**src/hdl/ecam_pkg.sv**
```systemverilog
package ecam_pkg;

    // Fixed-point formats
    localparam int ANGLE_FRAC_BITS  = 7;
    localparam int VECTOR_FRAC_BITS = 14;
    localparam int CORDIC_STEPS     = 16;

    localparam int IN_W      = 16;
    localparam int PITCH_W   = 15;
    localparam int YAW_W     = 16;
    localparam int SUM_W     = 18;
    localparam int ANG_W     = 16;
    localparam int ANG_Q     = 24;
    localparam int Z_W       = 34;
    localparam int XY_W      = 34;
    localparam int CQ        = 30;
    localparam int TRIG_W    = 32;
    localparam int PROD_W    = 64;
    localparam int OUT_W     = VECTOR_FRAC_BITS + 2;
    localparam int STEP_IDX_W = 5;

    // Angle limits, degrees scaled by 2^ANGLE_FRAC_BITS
    localparam int PITCH_LIMIT  = 89 << ANGLE_FRAC_BITS;
    localparam int FULL_TURN    = 360 << ANGLE_FRAC_BITS;
    localparam int HALF_TURN    = 180 << ANGLE_FRAC_BITS;
    localparam int QUARTER_TURN = 90 << ANGLE_FRAC_BITS;

    localparam int OUT_ONE = 1 << VECTOR_FRAC_BITS;

    localparam logic signed [XY_W-1:0]   CORDIC_GAIN = 34'sd652032874;
    localparam logic signed [Z_W-1:0]    RAD_DEG     = 34'sd961263669;
    localparam logic signed [TRIG_W-1:0] TRIG_ONE    = TRIG_W'(longint'(1) << CQ);

    // Opcodes
    localparam logic OP_ROTATE = 1'b0;
    localparam logic OP_SET    = 1'b1;

    typedef struct packed {
        logic                    opcode;
        logic signed [IN_W-1:0]  pitch_in;
        logic signed [IN_W-1:0]  yaw_in;
    } t_cmd;

    typedef struct packed {
        logic signed [OUT_W-1:0] front_x;
        logic signed [OUT_W-1:0] front_y;
        logic signed [OUT_W-1:0] front_z;
        logic signed [OUT_W-1:0] right_x;
        logic signed [OUT_W-1:0] right_z;
        logic signed [OUT_W-1:0] up_x;
        logic signed [OUT_W-1:0] up_y;
        logic signed [OUT_W-1:0] up_z;
    } t_basis;

    typedef struct packed {
        logic                    start;
        logic signed [ANG_W-1:0] angle;
    } t_cordic_ctl;

    typedef struct packed {
        logic                     done;
        logic signed [TRIG_W-1:0] sin_q;
        logic signed [TRIG_W-1:0] cos_q;
    } t_cordic_sts;

    typedef struct packed {
        logic signed [TRIG_W-1:0] sp;
        logic signed [TRIG_W-1:0] cp;
        logic signed [TRIG_W-1:0] sy;
        logic signed [TRIG_W-1:0] cy;
    } t_trig;

    // Arctangent of 2^-idx in degrees, 24 fraction bits
    function automatic logic signed [Z_W-1:0] atan_entry(input logic [STEP_IDX_W-1:0] idx);
        logic signed [Z_W-1:0] v;
        case (idx)
            5'd0:    v = 34'sd754974720;
            5'd1:    v = 34'sd445687602;
            5'd2:    v = 34'sd235489088;
            5'd3:    v = 34'sd119537938;
            5'd4:    v = 34'sd60000934;
            5'd5:    v = 34'sd30029717;
            5'd6:    v = 34'sd15018523;
            5'd7:    v = 34'sd7509720;
            5'd8:    v = 34'sd3754917;
            5'd9:    v = 34'sd1877466;
            default: v = RAD_DEG >>> idx;
        endcase
        return v;
    endfunction

    // Saturate to a unit vector component
    function automatic logic signed [OUT_W-1:0] clamp_out(input logic signed [PROD_W:0] v);
        logic signed [OUT_W-1:0] r;
        if (v > OUT_ONE) begin
            r = OUT_W'(OUT_ONE);
        end else if (v < -OUT_ONE) begin
            r = OUT_W'(-OUT_ONE);
        end else begin
            r = OUT_W'(v);
        end
        return r;
    endfunction

    // Round half up from Q30 to the vector format
    function automatic logic signed [OUT_W-1:0] rnd_single(input logic signed [TRIG_W-1:0] v);
        logic signed [TRIG_W:0] s;
        s = (TRIG_W+1)'(v) + ((TRIG_W+1)'(1) <<< (CQ - VECTOR_FRAC_BITS - 1));
        s = s >>> (CQ - VECTOR_FRAC_BITS);
        return clamp_out((PROD_W+1)'(s));
    endfunction

    // Round half up from Q60 to the vector format
    function automatic logic signed [OUT_W-1:0] rnd_product(input logic signed [PROD_W-1:0] v);
        logic signed [PROD_W:0] s;
        s = (PROD_W+1)'(v) + ((PROD_W+1)'(1) <<< (2 * CQ - VECTOR_FRAC_BITS - 1));
        s = s >>> (2 * CQ - VECTOR_FRAC_BITS);
        return clamp_out(s);
    endfunction

endpackage

```
**src/hdl/ecam_ifs.sv**
```systemverilog
interface ecam_cmd_if;
    logic              valid;
    logic              ready;
    ecam_pkg::t_cmd    data;

    modport source (output valid, output data, input ready);
    modport sink   (input valid, input data, output ready);
endinterface

interface ecam_basis_if;
    logic              valid;
    logic              ready;
    ecam_pkg::t_basis  data;

    modport source (output valid, output data, input ready);
    modport sink   (input valid, input data, output ready);
endinterface

```
**src/hdl/euler_camera_orientation_top.sv**
```systemverilog
// First-person camera orientation. Each command item either adds pitch and yaw
// deltas to the held angles or loads absolute angles (degrees x 128); pitch
// saturates at +/-89 degrees and yaw wraps into one turn. Every command returns
// one item with the front, right and up unit vectors in signed Q1.14 (right.y is
// always zero and not carried). One CORDIC rotation unit is run twice per command,
// pitch then yaw, followed by a single multiplier that forms the four cross
// products; the result is then loaded into the output register and offered. The
// command port is ready only while no command is in flight; a finished result
// waits in the output register, so the next command may be accepted before it
// is taken.
module euler_camera_orientation_top #(
    parameter int CORDIC_STEPS = ecam_pkg::CORDIC_STEPS
) (
    input  logic          i_clk,
    input  logic          i_rst_n,
    ecam_cmd_if.sink      i_cmd,
    ecam_basis_if.source  o_vec
);

    typedef enum logic [2:0] {
        S_IDLE, S_START_P, S_WAIT_P, S_WAIT_Y, S_WAIT_B, S_LOAD
    } t_state;

    t_state                               r_state;
    logic signed [ecam_pkg::TRIG_W-1:0]   r_sp, r_cp;
    logic                                 r_out_valid, n_out_valid;
    ecam_pkg::t_basis                     r_out;

    logic                                 accept;
    logic signed [ecam_pkg::ANG_W-1:0]    pitch;
    logic signed [ecam_pkg::ANG_W-1:0]    yaw_fold;
    ecam_pkg::t_cordic_ctl                cordic_ctl;
    ecam_pkg::t_cordic_sts                cordic_sts;
    ecam_pkg::t_trig                      trig;
    logic                                 basis_start;
    logic                                 basis_done;
    ecam_pkg::t_basis                     basis;

    assign i_cmd.ready = (r_state == S_IDLE);
    assign accept      = i_cmd.valid && i_cmd.ready;

    ecam_angle u_angle (
        .i_clk      (i_clk),
        .i_rst_n    (i_rst_n),
        .i_load     (accept),
        .i_cmd      (i_cmd.data),
        .o_pitch    (pitch),
        .o_yaw_fold (yaw_fold)
    );

    // Pitch first, then yaw as soon as pitch is done
    always_comb begin
        cordic_ctl.start = (r_state == S_START_P) || ((r_state == S_WAIT_P) && cordic_sts.done);
        cordic_ctl.angle = (r_state == S_START_P) ? pitch : yaw_fold;
    end

    ecam_cordic #(
        .STEPS (CORDIC_STEPS)
    ) u_cordic (
        .i_clk   (i_clk),
        .i_rst_n (i_rst_n),
        .i_ctl   (cordic_ctl),
        .o_sts   (cordic_sts)
    );

    always_comb begin
        trig.sp     = r_sp;
        trig.cp     = r_cp;
        trig.sy     = cordic_sts.sin_q;
        trig.cy     = cordic_sts.cos_q;
        basis_start = (r_state == S_WAIT_Y) && cordic_sts.done;
    end

    ecam_basis u_basis (
        .i_clk   (i_clk),
        .i_rst_n (i_rst_n),
        .i_start (basis_start),
        .i_trig  (trig),
        .o_done  (basis_done),
        .o_basis (basis)
    );

    // Raise valid on load, drop it once the item is taken
    always_comb begin
        n_out_valid = r_out_valid;
        if (r_out_valid && o_vec.ready) begin
            n_out_valid = 1'b0;
        end
        if ((r_state == S_LOAD) && (!r_out_valid || o_vec.ready)) begin
            n_out_valid = 1'b1;
        end
    end

    // Sequence one command and hold its result in the output register
    always_ff @(posedge i_clk) begin
        if (!i_rst_n) begin
            r_state     <= S_IDLE;
            r_out_valid <= 1'b0;
        end else begin
            r_out_valid <= n_out_valid;
            unique case (r_state)
                S_IDLE: begin
                    if (accept) begin
                        r_state <= S_START_P;
                    end
                end
                S_START_P: r_state <= S_WAIT_P;
                S_WAIT_P: begin
                    if (cordic_sts.done) begin
                        r_sp    <= cordic_sts.sin_q;
                        r_cp    <= cordic_sts.cos_q;
                        r_state <= S_WAIT_Y;
                    end
                end
                S_WAIT_Y: begin
                    if (cordic_sts.done) begin
                        r_state <= S_WAIT_B;
                    end
                end
                S_WAIT_B: begin
                    if (basis_done) begin
                        r_state <= S_LOAD;
                    end
                end
                S_LOAD: begin
                    if (!r_out_valid || o_vec.ready) begin
                        r_out   <= basis;
                        r_state <= S_IDLE;
                    end
                end
                default: r_state <= S_IDLE;
            endcase
        end
    end

    assign o_vec.valid = r_out_valid;
    assign o_vec.data  = r_out;

    a_basis_done_wait: assert property (@(posedge i_clk) disable iff (!i_rst_n)
        basis_done |-> (r_state == S_WAIT_B))
        else $error("vector result outside its wait state");

    a_load_offers: assert property (@(posedge i_clk) disable iff (!i_rst_n)
        ((r_state == S_LOAD) && (!r_out_valid || o_vec.ready))
            |=> (o_vec.valid && (r_state == S_IDLE)))
        else $error("result not offered after load");

endmodule

```
**src/hdl/ecam_angle.sv**
```systemverilog
module ecam_angle (
    input  logic                                  i_clk,
    input  logic                                  i_rst_n,
    input  logic                                  i_load,
    input  ecam_pkg::t_cmd                        i_cmd,
    output logic signed [ecam_pkg::ANG_W-1:0]     o_pitch,
    output logic signed [ecam_pkg::ANG_W-1:0]     o_yaw_fold
);

    logic signed [ecam_pkg::PITCH_W-1:0] r_pitch, n_pitch;
    logic        [ecam_pkg::YAW_W-1:0]   r_yaw, n_yaw;

    logic signed [ecam_pkg::SUM_W-1:0]   p_sum;
    logic signed [ecam_pkg::SUM_W-1:0]   y_sum;
    logic signed [ecam_pkg::SUM_W-1:0]   y_wrap;
    logic signed [ecam_pkg::YAW_W:0]     yaw_s;

    // Add deltas or take absolute angles
    always_comb begin
        if (i_cmd.opcode == ecam_pkg::OP_ROTATE) begin
            p_sum = ecam_pkg::SUM_W'(i_cmd.pitch_in) + ecam_pkg::SUM_W'(r_pitch);
            y_sum = ecam_pkg::SUM_W'(i_cmd.yaw_in)
                  + signed'(ecam_pkg::SUM_W'(r_yaw));
        end else begin
            p_sum = ecam_pkg::SUM_W'(i_cmd.pitch_in);
            y_sum = ecam_pkg::SUM_W'(i_cmd.yaw_in);
        end
    end

    // Saturate pitch
    always_comb begin
        if (p_sum > ecam_pkg::PITCH_LIMIT) begin
            n_pitch = ecam_pkg::PITCH_W'(ecam_pkg::PITCH_LIMIT);
        end else if (p_sum < -ecam_pkg::PITCH_LIMIT) begin
            n_pitch = ecam_pkg::PITCH_W'(-ecam_pkg::PITCH_LIMIT);
        end else begin
            n_pitch = ecam_pkg::PITCH_W'(p_sum);
        end
    end

    // Wrap yaw into one turn; the sum never leaves (-1, 2) turns
    always_comb begin
        if (y_sum < 0) begin
            y_wrap = ecam_pkg::SUM_W'(y_sum + ecam_pkg::FULL_TURN);
        end else if (y_sum >= ecam_pkg::FULL_TURN) begin
            y_wrap = ecam_pkg::SUM_W'(y_sum - ecam_pkg::FULL_TURN);
        end else begin
            y_wrap = y_sum;
        end
        n_yaw = ecam_pkg::YAW_W'(y_wrap);
    end

    always_ff @(posedge i_clk) begin
        if (!i_rst_n) begin
            r_pitch <= '0;
            r_yaw   <= '0;
        end else if (i_load) begin
            r_pitch <= n_pitch;
            r_yaw   <= n_yaw;
        end
    end

    // Present yaw as a signed half-turn range
    always_comb begin
        yaw_s = signed'({1'b0, r_yaw});
        if (r_yaw > ecam_pkg::HALF_TURN) begin
            o_yaw_fold = ecam_pkg::ANG_W'(yaw_s - ecam_pkg::FULL_TURN);
        end else begin
            o_yaw_fold = ecam_pkg::ANG_W'(yaw_s);
        end
    end

    assign o_pitch = ecam_pkg::ANG_W'(r_pitch);

    a_pitch_range: assert property (@(posedge i_clk) disable iff (!i_rst_n)
        (r_pitch <= ecam_pkg::PITCH_LIMIT) && (r_pitch >= -ecam_pkg::PITCH_LIMIT))
        else $error("pitch outside limit");

    a_yaw_range: assert property (@(posedge i_clk) disable iff (!i_rst_n)
        i_load |=> (r_yaw < ecam_pkg::FULL_TURN))
        else $error("yaw not wrapped");

endmodule

```
**src/hdl/ecam_cordic.sv**
```systemverilog
module ecam_cordic #(
    parameter int STEPS = ecam_pkg::CORDIC_STEPS
) (
    input  logic                   i_clk,
    input  logic                   i_rst_n,
    input  ecam_pkg::t_cordic_ctl  i_ctl,
    output ecam_pkg::t_cordic_sts  o_sts
);

    localparam int CNT_W = (STEPS > 1) ? $clog2(STEPS) : 1;

    typedef enum logic [1:0] {S_IDLE, S_ITER, S_FIN} t_state;

    t_state                               r_state;
    logic signed [ecam_pkg::XY_W-1:0]     r_x, r_y;
    logic signed [ecam_pkg::Z_W-1:0]      r_z;
    logic        [CNT_W-1:0]              r_cnt;
    logic                                 r_neg;
    logic                                 r_done;
    logic signed [ecam_pkg::TRIG_W-1:0]   r_sin, r_cos;

    logic signed [ecam_pkg::ANG_W-1:0]    a_fold;
    logic                                 fold_neg;
    logic signed [ecam_pkg::Z_W-1:0]      z_start;
    logic signed [ecam_pkg::XY_W-1:0]     dx, dy;
    logic signed [ecam_pkg::Z_W-1:0]      at;
    logic signed [ecam_pkg::XY_W-1:0]     n_x, n_y;
    logic signed [ecam_pkg::Z_W-1:0]      n_z;
    logic signed [ecam_pkg::TRIG_W-1:0]   x_cl, y_cl;

    // Fold the angle into a quarter turn either side of zero
    always_comb begin
        if (i_ctl.angle > ecam_pkg::QUARTER_TURN) begin
            a_fold   = ecam_pkg::ANG_W'(i_ctl.angle - ecam_pkg::HALF_TURN);
            fold_neg = 1'b1;
        end else if (i_ctl.angle < -ecam_pkg::QUARTER_TURN) begin
            a_fold   = ecam_pkg::ANG_W'(i_ctl.angle + ecam_pkg::HALF_TURN);
            fold_neg = 1'b1;
        end else begin
            a_fold   = i_ctl.angle;
            fold_neg = 1'b0;
        end
        z_start = ecam_pkg::Z_W'(a_fold) <<< (ecam_pkg::ANG_Q - ecam_pkg::ANGLE_FRAC_BITS);
    end

    // One micro-rotation
    always_comb begin
        dx = r_y >>> r_cnt;
        dy = r_x >>> r_cnt;
        at = ecam_pkg::atan_entry(ecam_pkg::STEP_IDX_W'(r_cnt));
        if (!r_z[ecam_pkg::Z_W-1]) begin
            n_x = r_x - dx;
            n_y = r_y + dy;
            n_z = r_z - at;
        end else begin
            n_x = r_x + dx;
            n_y = r_y - dy;
            n_z = r_z + at;
        end
    end

    // Saturate to plus or minus one
    always_comb begin
        if (r_x > ecam_pkg::TRIG_ONE) begin
            x_cl = ecam_pkg::TRIG_ONE;
        end else if (r_x < -ecam_pkg::TRIG_ONE) begin
            x_cl = -ecam_pkg::TRIG_ONE;
        end else begin
            x_cl = ecam_pkg::TRIG_W'(r_x);
        end
        if (r_y > ecam_pkg::TRIG_ONE) begin
            y_cl = ecam_pkg::TRIG_ONE;
        end else if (r_y < -ecam_pkg::TRIG_ONE) begin
            y_cl = -ecam_pkg::TRIG_ONE;
        end else begin
            y_cl = ecam_pkg::TRIG_W'(r_y);
        end
    end

    always_ff @(posedge i_clk) begin
        if (!i_rst_n) begin
            r_state <= S_IDLE;
            r_done  <= 1'b0;
        end else begin
            r_done <= (r_state == S_FIN);
            unique case (r_state)
                S_IDLE: begin
                    if (i_ctl.start) begin
                        r_x     <= ecam_pkg::CORDIC_GAIN;
                        r_y     <= '0;
                        r_z     <= z_start;
                        r_neg   <= fold_neg;
                        r_cnt   <= '0;
                        r_state <= S_ITER;
                    end
                end
                S_ITER: begin
                    r_x   <= n_x;
                    r_y   <= n_y;
                    r_z   <= n_z;
                    r_cnt <= r_cnt + 1'b1;
                    if (r_cnt == CNT_W'(STEPS - 1)) begin
                        r_state <= S_FIN;
                    end
                end
                S_FIN: begin
                    r_cos   <= r_neg ? -x_cl : x_cl;
                    r_sin   <= r_neg ? -y_cl : y_cl;
                    r_state <= S_IDLE;
                end
                default: r_state <= S_IDLE;
            endcase
        end
    end

    assign o_sts.done  = r_done;
    assign o_sts.sin_q = r_sin;
    assign o_sts.cos_q = r_cos;

    a_start_idle: assert property (@(posedge i_clk) disable iff (!i_rst_n)
        i_ctl.start |-> (r_state == S_IDLE))
        else $error("rotation started while busy");

endmodule

```
**src/hdl/ecam_basis.sv**
```systemverilog
module ecam_basis (
    input  logic              i_clk,
    input  logic              i_rst_n,
    input  logic              i_start,
    input  ecam_pkg::t_trig   i_trig,
    output logic              o_done,
    output ecam_pkg::t_basis  o_basis
);

    typedef enum logic {S_IDLE, S_RUN} t_state;

    // Product slots in issue order
    localparam logic [2:0] P_FRONT_X = 3'd0;
    localparam logic [2:0] P_FRONT_Z = 3'd1;
    localparam logic [2:0] P_UP_X    = 3'd2;
    localparam logic [2:0] P_UP_Z    = 3'd3;
    localparam logic [2:0] P_END     = 3'd4;

    t_state                                r_state;
    logic        [2:0]                     r_idx;
    logic signed [ecam_pkg::PROD_W-1:0]    r_prod;
    logic                                  r_done;
    ecam_pkg::t_basis                      r_basis;

    logic signed [ecam_pkg::TRIG_W-1:0]    op_a, op_b;
    logic signed [ecam_pkg::PROD_W-1:0]    mul;
    logic signed [ecam_pkg::OUT_W-1:0]     prod_rnd;

    // Select the operand pair for the shared multiplier
    always_comb begin
        unique case (r_idx)
            P_FRONT_X: begin op_a = i_trig.cy;  op_b = i_trig.cp; end
            P_FRONT_Z: begin op_a = i_trig.sy;  op_b = i_trig.cp; end
            P_UP_X:    begin op_a = -i_trig.cy; op_b = i_trig.sp; end
            P_UP_Z:    begin op_a = -i_trig.sy; op_b = i_trig.sp; end
            default:   begin op_a = '0;         op_b = '0;        end
        endcase
        mul      = op_a * op_b;
        prod_rnd = ecam_pkg::rnd_product(r_prod);
    end

    always_ff @(posedge i_clk) begin
        if (!i_rst_n) begin
            r_state <= S_IDLE;
            r_done  <= 1'b0;
            r_idx   <= P_FRONT_X;
        end else begin
            r_done <= (r_state == S_RUN) && (r_idx == P_END);
            unique case (r_state)
                S_IDLE: begin
                    if (i_start) begin
                        r_basis.front_y <= ecam_pkg::rnd_single(i_trig.sp);
                        r_basis.right_x <= ecam_pkg::rnd_single(-i_trig.sy);
                        r_basis.right_z <= ecam_pkg::rnd_single(i_trig.cy);
                        r_basis.up_y    <= ecam_pkg::rnd_single(i_trig.cp);
                        r_idx           <= P_FRONT_X;
                        r_state         <= S_RUN;
                    end
                end
                S_RUN: begin
                    // Issue one product and retire the previous one
                    r_prod <= mul;
                    unique case (r_idx)
                        P_FRONT_Z: r_basis.front_x <= prod_rnd;
                        P_UP_X:    r_basis.front_z <= prod_rnd;
                        P_UP_Z:    r_basis.up_x    <= prod_rnd;
                        P_END:     r_basis.up_z    <= prod_rnd;
                        default:   ;
                    endcase
                    r_idx <= r_idx + 3'd1;
                    if (r_idx == P_END) begin
                        r_state <= S_IDLE;
                    end
                end
                default: r_state <= S_IDLE;
            endcase
        end
    end

    assign o_done  = r_done;
    assign o_basis = r_basis;

endmodule
```
**src/flat_wrapper.sv**
```systemverilog
// flat-port wrapper written by rule: the top's interface ports become plain ports
module euler_camera_orientation_top_flat 
#(
    parameter int CORDIC_STEPS = ecam_pkg::CORDIC_STEPS
)
  (i_clk, i_rst_n, i_cmd_valid, i_cmd_data, i_cmd_ready, o_vec_valid, o_vec_data, o_vec_ready);
  ecam_cmd_if i_cmd_i ();
  ecam_basis_if o_vec_i ();
  input  logic i_clk;
  input  logic i_rst_n;
  input wire logic [$bits(i_cmd_i.valid)-1:0] i_cmd_valid;
  input wire logic [$bits(i_cmd_i.data)-1:0] i_cmd_data;
  output wire logic [$bits(i_cmd_i.ready)-1:0] i_cmd_ready;
  output wire logic [$bits(o_vec_i.valid)-1:0] o_vec_valid;
  output wire logic [$bits(o_vec_i.data)-1:0] o_vec_data;
  input wire logic [$bits(o_vec_i.ready)-1:0] o_vec_ready;
  assign i_cmd_i.valid = i_cmd_valid;
  assign i_cmd_i.data = i_cmd_data;
  assign i_cmd_ready = i_cmd_i.ready;
  assign o_vec_valid = o_vec_i.valid;
  assign o_vec_data = o_vec_i.data;
  assign o_vec_i.ready = o_vec_ready;
  euler_camera_orientation_top #(.CORDIC_STEPS(CORDIC_STEPS)) u_core (.i_clk(i_clk), .i_rst_n(i_rst_n), .i_cmd(i_cmd_i), .o_vec(o_vec_i));
endmodule
```
**config.mk**
```make
export PLATFORM = sky130hd
export DESIGN_NAME = euler_camera_orientation_top_flat
export DESIGN_NICKNAME = d
export VERILOG_FILES = /design/src/hdl/ecam_pkg.sv /design/src/hdl/ecam_ifs.sv /design/src/hdl/euler_camera_orientation_top.sv /design/src/hdl/ecam_angle.sv /design/src/hdl/ecam_cordic.sv /design/src/hdl/ecam_basis.sv /design/src/flat_wrapper.sv
export SDC_FILE = /design/constraint.sdc
export NUM_CORES = 2
export LEC_CHECK = 0
export ABC_AREA = 1
export BUFFER_PORTS_ARGS = -buffer_cell sky130_fd_sc_hd__buf_2
export CAP_MARGIN = 15
export CORE_MARGIN = 1
export CORE_UTILIZATION = 39
export CTS_BUF_LIST = sky130_fd_sc_hd__clkbuf_2 sky130_fd_sc_hd__clkbuf_4 sky130_fd_sc_hd__clkbuf_8
export CTS_CLUSTER_SIZE = 12
export DETAILED_ROUTE_END_ITERATION = 6
export GPL_TIMING_DRIVEN = 0
export SKIP_LAST_GASP = 1
export SYNTH_ARGS = -nofsm -noshare
export SYNTH_HDL_FRONTEND = slang
export SYNTH_SLANG_ARGS = --single-unit
```
**constraint.sdc**
```tcl
create_clock -name i_clk -period 27.4 [get_ports i_clk]
set_clock_uncertainty 0.2 [all_clocks]
set_input_delay 8.22 -clock i_clk [delete_from_list [all_inputs] [get_ports i_clk]]
set_output_delay 8.22 -clock i_clk [all_outputs]
set_load 0.05 [all_outputs]
```
Word-level counts from Yosys, hierarchy flattened
Cells that the tools add are included.
{"block": "totals", "register_bits": 598, "inputBits": 37, "word_cells": 205}
{"block": "classes", "addsub": 24, "mul": 1, "magnitude_cmp": 21, "eq_ne": 29, "shifts": 3, "n_mux": 53, "n_bitwise": 1, "n_reduce_logical": 34}
{"operator": "$pmux W34 S10", "count": 1}
{"operator": "$mux W34", "count": 6}
{"operator": "$pmux W34 S2", "count": 3}
{"operator": "$mux W16", "count": 12}
{"operator": "$mux W32", "count": 6}
{"operator": "$add A32 B17 Y33 const B", "count": 4}
{"operator": "$neg A32 Y32", "count": 4}
{"operator": "$pmux W32 S4", "count": 1}
{"operator": "$add A34 B34 Y34", "count": 3}
{"operator": "$sub A34 B34 Y34", "count": 3}
{"operator": "$gt A17 B16 Y1 const B", "count": 4}
{"operator": "$gt A34 B32 Y1 const B", "count": 2}
{"operator": "$lt A17 B15 Y1 const B", "count": 4}
{"operator": "$lt A34 B31 Y1 const B", "count": 2}
{"operator": "$sshr A34 B4 Y34", "count": 2}
{"operator": "$add A64 B47 Y65 const B", "count": 1}
{"operator": "$mul A32 B32 Y64", "count": 1}
{"operator": "$pmux W32 S2", "count": 1}
{"operator": "$sub A16 B16 Y16 const B", "count": 3}
{"operator": "$mux W18", "count": 2}
{"operator": "$sshr A31 B4 Y34 const A", "count": 1}
{"operator": "$add A16 B16 Y16 const B", "count": 2}
{"operator": "$gt A16 B15 Y1 const B", "count": 2}
{"operator": "$mux W15", "count": 2}
{"operator": "other kinds (43)", "count": 94}

Longest topological paths before layout
{"block": "logic_depth", "depth_word": 8, "mapped_depth": 45}

Cells and area by module
A second synthesis with hierarchy kept.
{"block": "unflattened", "cells_unflattened": 10473, "hier_area_um2": 79433.7}
{"module": "ecam_basis", "instances": 1, "cells_per_inst": 6060, "area_each_um2": 47739.5}
{"module": "ecam_cordic", "instances": 1, "cells_per_inst": 3318, "area_each_um2": 20848.7}
{"module": "euler_camera_orientation_top", "instances": 1, "cells_per_inst": 296, "area_each_um2": 6259.8}
{"module": "ecam_angle", "instances": 1, "cells_per_inst": 799, "area_each_um2": 4585.6}

Worst setup path before layout
OpenSTA, ideal clock, no wires.
{"block": "synth_path", "kind": "input to register", "from": "input port i_rst_n", "to": "register u_core.r_out (netlist bit u_core.o_vec.data[0]), enable pin", "t_arrival_ns": 17.456, "required_ns": 26.428, "slack_ns": 8.971, "cell_stages": 4, "path_buffers": 2, "cell_sequence": "clkbuf_1 -> inv_1 -> clkbuf_1 -> nor3_1"}
{"block": "synth_via", "elab_chain_len": 1}
{"item": "start, declared", "line": "flat_wrapper.sv:10", "text": "input logic i_rst_n;"}
{"item": "$reduce_and A3 Y1 (no source line)"}
{"item": "end signal, assigned", "line": "euler_camera_orientation_top.sv:127", "text": "r_out <= basis;"}
{"item": "end, declared", "line": "euler_camera_orientation_top.sv:27", "text": "ecam_pkg::t_basis r_out;"}
No other way between the ends.
A chain may end at the register's enable or synchronous reset.

Worst setup path in the final report
{"block": "layout_path", "from": "register u_core.u_basis.r_idx[1]", "to": "register u_core.u_basis.r_prod[57] (netlist bit), data pin"}
{"block": "layout_via", "elab_chain_len": 4}
{"item": "start, declared", "line": "ecam_basis.sv:20", "text": "logic [2:0] r_idx;"}
{"item": "start signal, assigned", "line": "ecam_basis.sv:70", "text": "r_idx <= r_idx + 3'd1;"}
{"item": "$eq A3 B2 Y1, or another cell as far along", "line": "ecam_basis.sv:31", "text": "unique case (r_idx)"}
{"item": "$reduce_or A2 Y1 (no source line)"}
{"item": "$pmux W32 S2", "line": "ecam_basis.sv:31"}
{"item": "$mul A32 B32 Y64 *", "line": "ecam_basis.sv:38", "text": "mul = op_a * op_b;"}
{"item": "net u_core.u_basis.mul (one bit)", "line": "ecam_basis.sv:26", "text": "logic signed [ecam_pkg::PROD_W-1:0] mul;"}
{"item": "end signal, assigned", "line": "ecam_basis.sv:62", "text": "r_prod <= mul;"}
{"item": "end, declared", "line": "ecam_basis.sv:21", "text": "logic signed [ecam_pkg::PROD_W-1:0] r_prod;"}
Mark *: on every way through the listed nets, which the timed path passes. The rest lies on a longest branch.

==> run summary <==
- 980 ps — CP peak stage delay
- 15380 ps — post-place setup slack
- 27760 ps — critical path data required time
- 15110 ps — post-route worst setup slack
- 0 — share of synthesized registers carrying an async set or reset
- 101 — TritonCTS Buffers
- 74 — post-synthesis cell type count
- 457000 µm — wire length of the first global-routing pass
- 12290 ps — Min Clock Period, post-route
- complete, but fails checks — result of the run
- u_core.u_basis.r_prod[57]$_DFFE_PP_ — end point of the critical path
- 107 µV — Peak supply drop
- 7 — first drt pass iteration count
- 86.7 nW/µm² — Pwr per Cell Area
- 1.05 — routability congestion estimate from global placement
- u_core.u_basis.r_idx[1]$_SDFFE_PN0P_ — Worst R2R Start
- 9 — number of antenna violations at the first check in global routing
- u_core.u_basis.r_prod[57]$_DFFE_PP_ — end of the worst register-to-register path
- built — clock tree from TritonCTS
- 510 — count of flip-flops with a built-in enable after synthesis
- 0 — post-CTS sizing
- 164 — PortBufs
- 81.4 MHz — fmax
- flip-flop — Worst setup SP type
- 42.9 nW — LEAKAGE
- 0.393 — initial core utilization
- 6 — Buf/Inv on CP
- 11500 — net count of the mapped netlist
- sky130_fd_sc_hd__fa_1 — Most Frequent Cell on Critical Path
- 0 — pins over their slew limit
- 0 ps — sum of negative setup slack
- 31 — path depth of the worst reg2reg path
- 3 — depth of the CTS H-tree
- 0 — total grt overflow
- 167 — boundary pin count
- 69400 — vias in the first global route
- 0 — cell depth of the worst min-delay path
- adder cells — kind of cell with the highest combined delay on the critical path
- 9982 — gate count after technology mapping
- 0 — cts hold-fix bufs
- 263000 µm — sum of net half-perimeters after detailed placement
- sky130_fd_sc_hd__edfxtp_1 — Post-synth top flop
- sky130_fd_sc_hd__fa_1 — worst-path cell with the longest stage delay
- 51300 µm² — area used by multi-input combinational logic
- 163 — row count
- 0 — number of setup violations in the final report
- 6622 — count of routing violations after the opening detailed-route iteration
- 1460 ps — Worst-Margin Slew
- 553 — #FFs+latches synth
- 0 — number of failing hold endpoints at the final stage
- 77600 µm² — summed instance area of the synthesized netlist
- 316000 µm — sum of routed wire length over all layers
- 16200 µm² — storage element area
- 201000 µm² — DIE AREA
- 0 — post-CTS setup repair buffer count
- 24.2 µm — WL/cell
- 9.28% — area growth from synthesis to layout
- 31 — Stages on worst setup path
- 0.208 — sequential element share of the synthesized area
- 1 — Residual DRC
- flip-flop to flip-flop — CP Class
- no — unrepaired setup endpoints after global routing
- met5 — Highest Signal Layer
- 553 — CTS sink cnt
- 0.314 — Tot GR Track Use
- 11800 — count of nets after finishing
- 197000 µm² — area inside the core boundary
- 15110 ps — register-to-register setup slack
- 5.31 — via/cell ratio
- 124000 µm — Met1 Wirelength
- 12650 ps — data arrival time at the worst-slack endpoint
- u_core.u_basis.r_idx[1]$_SDFFE_PN0P_ — worst setup path start
- 0 — Yosys warnings
- 448 µm — width of the die
- 3 — maximum buffer depth of the clock tree
- DRC — failing checks
- flip-flop — CP Capture Type
- 24200 µm — met3 WL post-DR
- 0.448 — post-route clock period utilization
- flip-flop to flip-flop — worst hold path class
- sky130_fd_sc_hd__clkbuf_8 — buffer type at the clock tree root
- 0.0239 — Max-Slew Margin vs Limit
- 448 µm — overall die height
- 0 — count of max-cap constraint violations
- 11 — Max Fanout on Critical Path
- 0.0588 — share of layout cells above drive strength 1
- 69100 — Via Count
- 890 ps — Clk Latency, worst-skew pair
- 62 — pin count of the biggest net entering global routing
- 7.77 µm² — per-instance average area after synthesis
- 60 ps — clock transition at the registers of the reported paths
- 140000 µm — met2 WL
- 82500 µm² — Post-DP Area
- 0 — antenna-violating nets left
- 84800 µm² — finished layout cell area
- 20400 — fill cell instance count of the final layout
==> worst min path at each step <==
stage	from	endpoint
global placement	u_core.u_basis.o_basis[126]$_DFFE_PP_	u_core.o_vec.data[126]$_DFFE_PP_
floorplan	u_core.u_basis.o_basis[0]$_DFFE_PP_	u_core.o_vec.data[0]$_DFFE_PP_
detailed placement	u_core.u_basis.o_basis[105]$_SDFFCE_PP0P_	u_core.o_vec.data[105]$_DFFE_PP_
CTS	u_core.u_basis.o_basis[30]$_SDFFCE_PP1P_	u_core.o_vec.data[30]$_DFFE_PP_
finish	u_core.u_basis.o_basis[30]$_SDFFCE_PP1P_	u_core.o_vec.data[30]$_DFFE_PP_
global route	u_core.u_basis.o_basis[30]$_SDFFCE_PP1P_	u_core.o_vec.data[30]$_DFFE_PP_
==> stage by stage <==
step	power [mW]	utilization	hold WS (ps)	instances
after floorplan	4.75	-	200	9982
after global placement	6.35	0.414	202	12800
after detailed placement	6.38	0.418	205	12800
after CTS	7.29	0.429	189	13000
after global routing	7.95	0.429	198	13000
final	7.35	0.429	188	13000
==> worst reg2reg max path, delay by kind of cell, from the launching register on <==
family / cells / cell delay [ps]
adder cells (fa/ha/maj): 11 / 5350
flip-flops: 1 / 400
AO/OA/AOI/OAI: 5 / 1720
AND/OR/NAND/NOR: 8 / 1560
XOR/XNOR: 1 / 80
buffers and inverters: 6 / 2670
==> logic make-up after synthesis <==
family | Yosys count | share of synthesized area
fa+ha+maj | 1431 | 0.336
simple gates | 3812 | 0.202
buf+inv | 2694 | 0.133
compound gates | 1204 | 0.0874
flops | 553 | 0.208
mux | 48 | 0.00619
xor+xnor | 240 | 0.0274
==> flip-flops by register name, indices dropped and copies added (netlist names), 4 cells and up <==
name	count
u_core.o_vec.data	128
u_core.r_cp	32
u_core.r_sp	32
u_core.u_angle.r_pitch	15
u_core.u_angle.r_yaw	16
u_core.u_basis.o_basis	128
u_core.u_basis.r_prod	19
u_core.u_cordic.r_cnt	4
u_core.u_cordic.r_cos	32
u_core.u_cordic.r_sin	32
u_core.u_cordic.r_x	34
u_core.u_cordic.r_y	34
u_core.u_cordic.r_z	34
==> synth_stat cells, types with 36 or more instances <==
| cell type | instances | area share |
|---|---|---|
| sky130_fd_sc_hd__ha_1 | 345 | 0.056 |
| sky130_fd_sc_hd__clkbuf_1 | 242 | 0.012 |
| sky130_fd_sc_hd__edfxtp_1 | 510 | 0.20 |
| sky130_fd_sc_hd__buf_1 | 36 | 0.0017 |
| sky130_fd_sc_hd__o21a_1 | 46 | 0.0045 |
| sky130_fd_sc_hd__o21ai_1 | 73 | 0.0047 |
| sky130_fd_sc_hd__nand2_1 | 2419 | 0.12 |
| sky130_fd_sc_hd__buf_2 | 57 | 0.0037 |
| sky130_fd_sc_hd__fa_1 | 1086 | 0.28 |
| sky130_fd_sc_hd__inv_1 | 2323 | 0.11 |
| sky130_fd_sc_hd__mux2i_1 | 48 | 0.0062 |
| sky130_fd_sc_hd__a21oi_1 | 386 | 0.025 |
| sky130_fd_sc_hd__nor3_1 | 104 | 0.0067 |
| sky130_fd_sc_hd__xnor2_1 | 62 | 0.0070 |
| sky130_fd_sc_hd__o211ai_1 | 66 | 0.0064 |
| sky130_fd_sc_hd__nand3_1 | 362 | 0.023 |
| sky130_fd_sc_hd__or2_2 | 40 | 0.0032 |
| sky130_fd_sc_hd__nor2_1 | 668 | 0.032 |
| sky130_fd_sc_hd__nor4_1 | 39 | 0.0031 |
| sky130_fd_sc_hd__nand4_1 | 92 | 0.0074 |
| sky130_fd_sc_hd__xor2_1 | 175 | 0.020 |
| sky130_fd_sc_hd__dfxtp_1 | 43 | 0.011 |
| sky130_fd_sc_hd__o21ai_0 | 459 | 0.030 |
==> layout make-up <==
type	count	share of cell area
multi-input combinational	6735	0.604
sequential	553	0.191
inverter	2338	0.104
tap	2640	0.0390
clock buffer	132	0.0197
timing repair buffer	218	0.0183
buffer	356	0.0178
clock inverter	54	0.00611
antenna	7	0.000207
==> routing by layer <==
metal | vias to the layer above | track usage
met5 | - | 0
met4 | 4 | 0.230
met3 | 806 | 0.0540
met2 | 3072 | 0.493
met1 | 34000 | 0.389
li1 | 31300 | -
==> placed cells by master (no fill, tap or decap), types with 18 or more instances in the layout <==
cell type                   instances
sky130_fd_sc_hd__o211ai_1          66
sky130_fd_sc_hd__a21oi_1          386
sky130_fd_sc_hd__a31oi_1           23
sky130_fd_sc_hd__o22ai_1           29
sky130_fd_sc_hd__nand2_1         2419
sky130_fd_sc_hd__clkinv_1          23
sky130_fd_sc_hd__mux2i_1           48
sky130_fd_sc_hd__nor3_1           100
sky130_fd_sc_hd__nand3b_1          18
sky130_fd_sc_hd__clkbuf_8         109
sky130_fd_sc_hd__inv_1           2322
sky130_fd_sc_hd__o2111ai_1         20
sky130_fd_sc_hd__o21ai_0          459
sky130_fd_sc_hd__nor4_1            38
sky130_fd_sc_hd__nand4_1           92
sky130_fd_sc_hd__xnor2_1           62
sky130_fd_sc_hd__nor2_1           662
sky130_fd_sc_hd__o21a_1            46
sky130_fd_sc_hd__dfxtp_1           43
sky130_fd_sc_hd__clkbuf_4          23
sky130_fd_sc_hd__or2_2             40
sky130_fd_sc_hd__clkbuf_1         241
sky130_fd_sc_hd__buf_4             20
sky130_fd_sc_hd__nand3_1          362
sky130_fd_sc_hd__nor2_2            32
sky130_fd_sc_hd__buf_1             36
sky130_fd_sc_hd__fa_1            1086
sky130_fd_sc_hd__buf_6             30
sky130_fd_sc_hd__ha_1             345
sky130_fd_sc_hd__xor2_1           175
sky130_fd_sc_hd__edfxtp_1         510
sky130_fd_sc_hd__o21ai_1           72
sky130_fd_sc_hd__buf_2            221
==> power breakdown <==
part / leakage, nW / switching, mW / total, mW / internal (mW)
Clock: 1.12 / 0.395 / 0.873 / 0.478
Sequential: 4.98 / 0.127 / 1.24 / 1.11
Combinational: 36.8 / 3.60 / 5.24 / 1.64
Note: power is estimated with default switching activity, not from simulation.
